==> config.mk <==
export PLATFORM = sky130hd
export DESIGN_NAME = smeu_ctrl
export DESIGN_NICKNAME = d
export VERILOG_FILES = /design/src/hdl/smeu_pkg.sv /design/src/hdl/smeu_ctrl.sv
export SDC_FILE = /design/constraint.sdc
export NUM_CORES = 1
export LEC_CHECK = 0
export BUFFER_PORTS_ARGS = -buffer_cell sky130_fd_sc_hd__buf_2
export CAP_MARGIN = 20
export CELL_PAD_IN_SITES_DETAIL_PLACEMENT = 1
export CELL_PAD_IN_SITES_GLOBAL_PLACEMENT = 2
export CORE_AREA = 4 4 41 43
export CTS_BUF_LIST = sky130_fd_sc_hd__clkbuf_16
export DETAILED_ROUTE_END_ITERATION = 8
export DIE_AREA = 0 0 45 47
export PLACE_DENSITY_LB_ADDON = 0.1
export SYNTH_ARGS = -nofsm -noshare
export SYNTH_HDL_FRONTEND = slang
export SYNTH_SLANG_ARGS = --single-unit
==> constraint.sdc <==
create_clock -name i_clk -period 2.7 [get_ports i_clk]
set_input_delay 0.405 -clock i_clk [delete_from_list [all_inputs] [get_ports i_clk]]
set_output_delay 0.405 -clock i_clk [all_outputs]
set_load 0.01 [all_outputs]
==> src/hdl/smeu_pkg.sv <==
package smeu_pkg;

    localparam int StackDepthDefault = 256;

    localparam logic [4:0] OP_HALT = 5'd0;
    localparam logic [4:0] OP_JUMP = 5'd1;
    localparam logic [4:0] OP_JNZ  = 5'd2;
    localparam logic [4:0] OP_DUP  = 5'd3;
    localparam logic [4:0] OP_SWAP = 5'd4;
    localparam logic [4:0] OP_DROP = 5'd5;
    localparam logic [4:0] OP_PSH4 = 5'd6;
    localparam logic [4:0] OP_PSH2 = 5'd7;
    localparam logic [4:0] OP_PSH1 = 5'd8;
    localparam logic [4:0] OP_ADD  = 5'd9;
    localparam logic [4:0] OP_SUB  = 5'd10;
    localparam logic [4:0] OP_MUL  = 5'd11;
    localparam logic [4:0] OP_DIV  = 5'd12;
    localparam logic [4:0] OP_MOD  = 5'd13;
    localparam logic [4:0] OP_EQ   = 5'd14;
    localparam logic [4:0] OP_NE   = 5'd15;
    localparam logic [4:0] OP_LT   = 5'd16;
    localparam logic [4:0] OP_GT   = 5'd17;
    localparam logic [4:0] OP_LE   = 5'd18;
    localparam logic [4:0] OP_GE   = 5'd19;
    localparam logic [4:0] OP_NOT  = 5'd20;
    localparam logic [4:0] OP_AND  = 5'd21;
    localparam logic [4:0] OP_OR   = 5'd22;

    localparam logic [2:0] ST_RUN    = 3'd0;
    localparam logic [2:0] ST_STOP   = 3'd1;
    localparam logic [2:0] ST_UNDER  = 3'd2;
    localparam logic [2:0] ST_OVER   = 3'd3;
    localparam logic [2:0] ST_INDEX  = 3'd4;
    localparam logic [2:0] ST_DIVZ   = 3'd5;
    localparam logic [2:0] ST_OPCODE = 3'd6;

    // controller -> datapath
    typedef struct packed {
        logic load;      // capture input item, issue reads
        logic exec;      // compute with read data
        logic div_start;
        logic commit;    // write stack, update depth/stop, load result
    } t_cmd;

    // datapath -> controller
    typedef struct packed {
        logic need_div;
        logic div_done;
    } t_sts;

endpackage

==> src/hdl/smeu_ctrl.sv <==
module smeu_ctrl (
    input  logic          i_clk,
    input  logic          i_rst_n,
    input  logic          i_in_fire,
    input  logic          i_out_busy,
    input  smeu_pkg::t_sts i_sts,
    output smeu_pkg::t_cmd o_cmd,
    output logic          o_in_ready
);
    import smeu_pkg::*;

    typedef enum logic [1:0] {S_IDLE, S_EXEC, S_DIV, S_DONE} t_state;
    t_state r_state;

    assign o_in_ready   = (r_state == S_IDLE);
    assign o_cmd.load   = i_in_fire;
    assign o_cmd.exec   = (r_state == S_EXEC);
    assign o_cmd.div_start = (r_state == S_EXEC) && i_sts.need_div;
    assign o_cmd.commit = (r_state == S_DONE) && !i_out_busy;

    always_ff @(posedge i_clk) begin
        if (!i_rst_n) begin
            r_state <= S_IDLE;
        end else begin
            unique case (r_state)
                S_IDLE: if (i_in_fire) r_state <= S_EXEC;
                S_EXEC: r_state <= i_sts.need_div ? S_DIV : S_DONE;
                S_DIV:  if (i_sts.div_done) r_state <= S_DONE;
                S_DONE: if (!i_out_busy) r_state <= S_IDLE;
                default: r_state <= S_IDLE;
            endcase
        end
    end

    a_ready_idle: assert property (@(posedge i_clk) disable iff (!i_rst_n)
        i_in_fire |=> !o_in_ready) else $error("accepted while busy");
    a_commit_once: assert property (@(posedge i_clk) disable iff (!i_rst_n)
        o_cmd.commit |=> !o_cmd.commit) else $error("double commit");
    a_div_once: assert property (@(posedge i_clk) disable iff (!i_rst_n)
        o_cmd.div_start |=> r_state == S_DIV) else $error("div sequencing");
endmodule

==> reports/qor.txt <==
Async S/R FF share, synth = 0%
initial core utilization = 15.00%
Final TNS setup = 0 ps
filler instances = 160
Port Buffers = 10
Site Rows = 13
first-pass GRT wire length = 841 microns
Hold Fails Final Rpt = 0
DRC violations left = 0
TritonCTS buffer count = 3
DR vias/cell = 3.900
Die Ht = 47 microns
Post-Syn Instances = 23
Max-Cap Viols = 0
DR vias = 195
M1 GR Usage = 6.335%
clk_skew = 0.5786 ps
Resize count post-CTS = 0
H-tree depth = 1
sequential-to-total area share from yosys stat = 20.51%
Peak supply drop = 0.0004451 V
final setup violation count = 0
Peak Freq = 637.1 MHz
fin. max-slew vios = 0
synth top area cells = ha_1 26%, dfxtp_1 21%, inv_1 7.7%
layout cell share with drive strength beyond 1 = 37.14%
Pwr per Cell Area = 1311 mW/mm^2
Pleak = 0.0001658 uW
CP required = 2300 ps
Cell Area, Synth = 195.2 sq um
Most Crowded Layer GR = met2
Hold Crit Class = in2reg
Area Overhead vs Synth = 69.87%
Yosys top cell area share = 25.64%
critical path launch point type = flop
leading area contributor after synthesis = ha_1
synth unique cells = 13
Final min period = 1570 ps
Worst-Skew Late Latency = 220 ps
DR pass1 iterations = 3
clock slew at reported path FFs = 30 ps
CTS hold repair buffers = 0
total gr overflow = 0
Largest register FFs = 2
EDFF count, synth = 0
worst slew pin tran = 184.6 ps
antenna-violating nets left = 0
largest net degree at the start of global routing = 6
largest registers = r_state: 2 flops
CTS Root Cell = clkbuf_16
CTS Sinks = 2
slew margin rel. = 87.68%
critical-path maximum fanout = 4
critical path, cell by cell = inv_1, ha_1, and2_1, buf_2
GP Congestion = 0.6962
setup ws final = 1130 ps
I/O pin cnt = 11
CTS tree = built
Final Net Count = 47
Post-Syn Area per Cell = 8.486 sq um
met2 usage = 9.040%
Worst Setup End Kind = output pin
Iteration-0 DRC Markers = 4
ant diodes = 0
initial antenna violation count = 0
Setup Buffers After CTS = 0
RSZ-0062 raised after global routing = no
WHS Path Cells = 2
grt met3 use = 3.448%
Critical Path AT = 1160 ps
DRT Wirelength = 492 microns
full die area = 0.002115 sq mm
Synthesis Warnings = 0
Tot GR Track Use = 5.915%
FF+latch count, synth = 2
top_reg_cell synth = dfxtp_1
Critical-path top delay cell = dfxtp_1
fin crit share = 58.13%
clk buf depth = 2
CP peak stage delay = 380 ps
Reg with most FFs = r_state
Setup CP Type = reg2out
Core Area = 0.001301 sq mm
R2R cell count = 5
worst slack, placed = 1348 ps
synth cell count leaders = 4 x ha_1, 4 x inv_1, 3 x nand2_1, 2 x dfxtp_1, 2 x nor2b_1
die width = 45 microns
status = completed
DR WL/cell = 9.840 microns
Mapped Nets = 33
number of global-route vias before repair = 196
-- where the power goes --
part / switching, uW / internal [uW]
Clock: 29.7 / 188
Sequential: 18.0 / 44.3
Combinational: 84.3 / 70.5
-- metal layers --
layer	vias to the layer above	wire, microns
met3	0	39
li1	101	-
met2	7	228
met5	-	0
met4	0	0
met1	87	224
-- cell usage in the layout, fill, tap and decap left out, types with 2 or more instances in the layout --
master | synthesis | routed
ha_1 | 4 | 4
inv_1 | 4 | 4
dfxtp_1 | 2 | 2
nor2b_1 | 2 | 2
buf_2 | 0 | 10
nand2_1 | 3 | 3
clkbuf_16 | 0 | 3
-- logic make-up after synthesis --
group	synth area share (%)
simple gates	21.15
fa+ha+maj	25.64
buf+inv	11.54
mux	5.128
compound gates	16.03
flops	20.51
-- worst paths after layout --
kind	startpoint	slack (ps)	endpoint
worst min register to register	r_state[1]	510	r_state[1]
worst max register to register	r_state[0]	1360	r_state[0]
worst min-delay path	i_rst_n	460	r_state[0]
worst max-delay path	r_state[1]	1130	o_cmd[1]
-- worst max-delay path, delay by kind of cell (launching register included) --
family	cells	cell delay (ps)
buffers and inverters	2	230
AND/OR/NAND/NOR	1	130
flip-flops	1	380
adder cells (fa/ha/maj)	1	210
-- per-stage QoR --
step / area, sq um / total power, uW / instances / hold WS [ps] / util, %
after floorplan: 195.2 / 168.4 / 23 / 467.7 / -
after global placement: 256.5 / 220.5 / 47 / 518.8 / 19.71
after detailed placement: 256.5 / 220.6 / 47 / 510.2 / 19.71
after CTS: 331.6 / 441.9 / 50 / 466.5 / 25.48
after global routing: 331.6 / 469.8 / 50 / 480.6 / 25.48
final: 331.6 / 434.8 / 50 / 461.4 / 25.48
-- cell type report --
type	instances	area, sq um	share of cell area (%)
sequential	2	40.04	12.08
inverter	4	15.01	4.528
timing repair buffer	10	50.05	15.09
clock buffer	3	75.07	22.64
tap	15	18.77	5.660
multi-input combinational	16	132.6	40.00
Power figures use the tool's default switching activity.
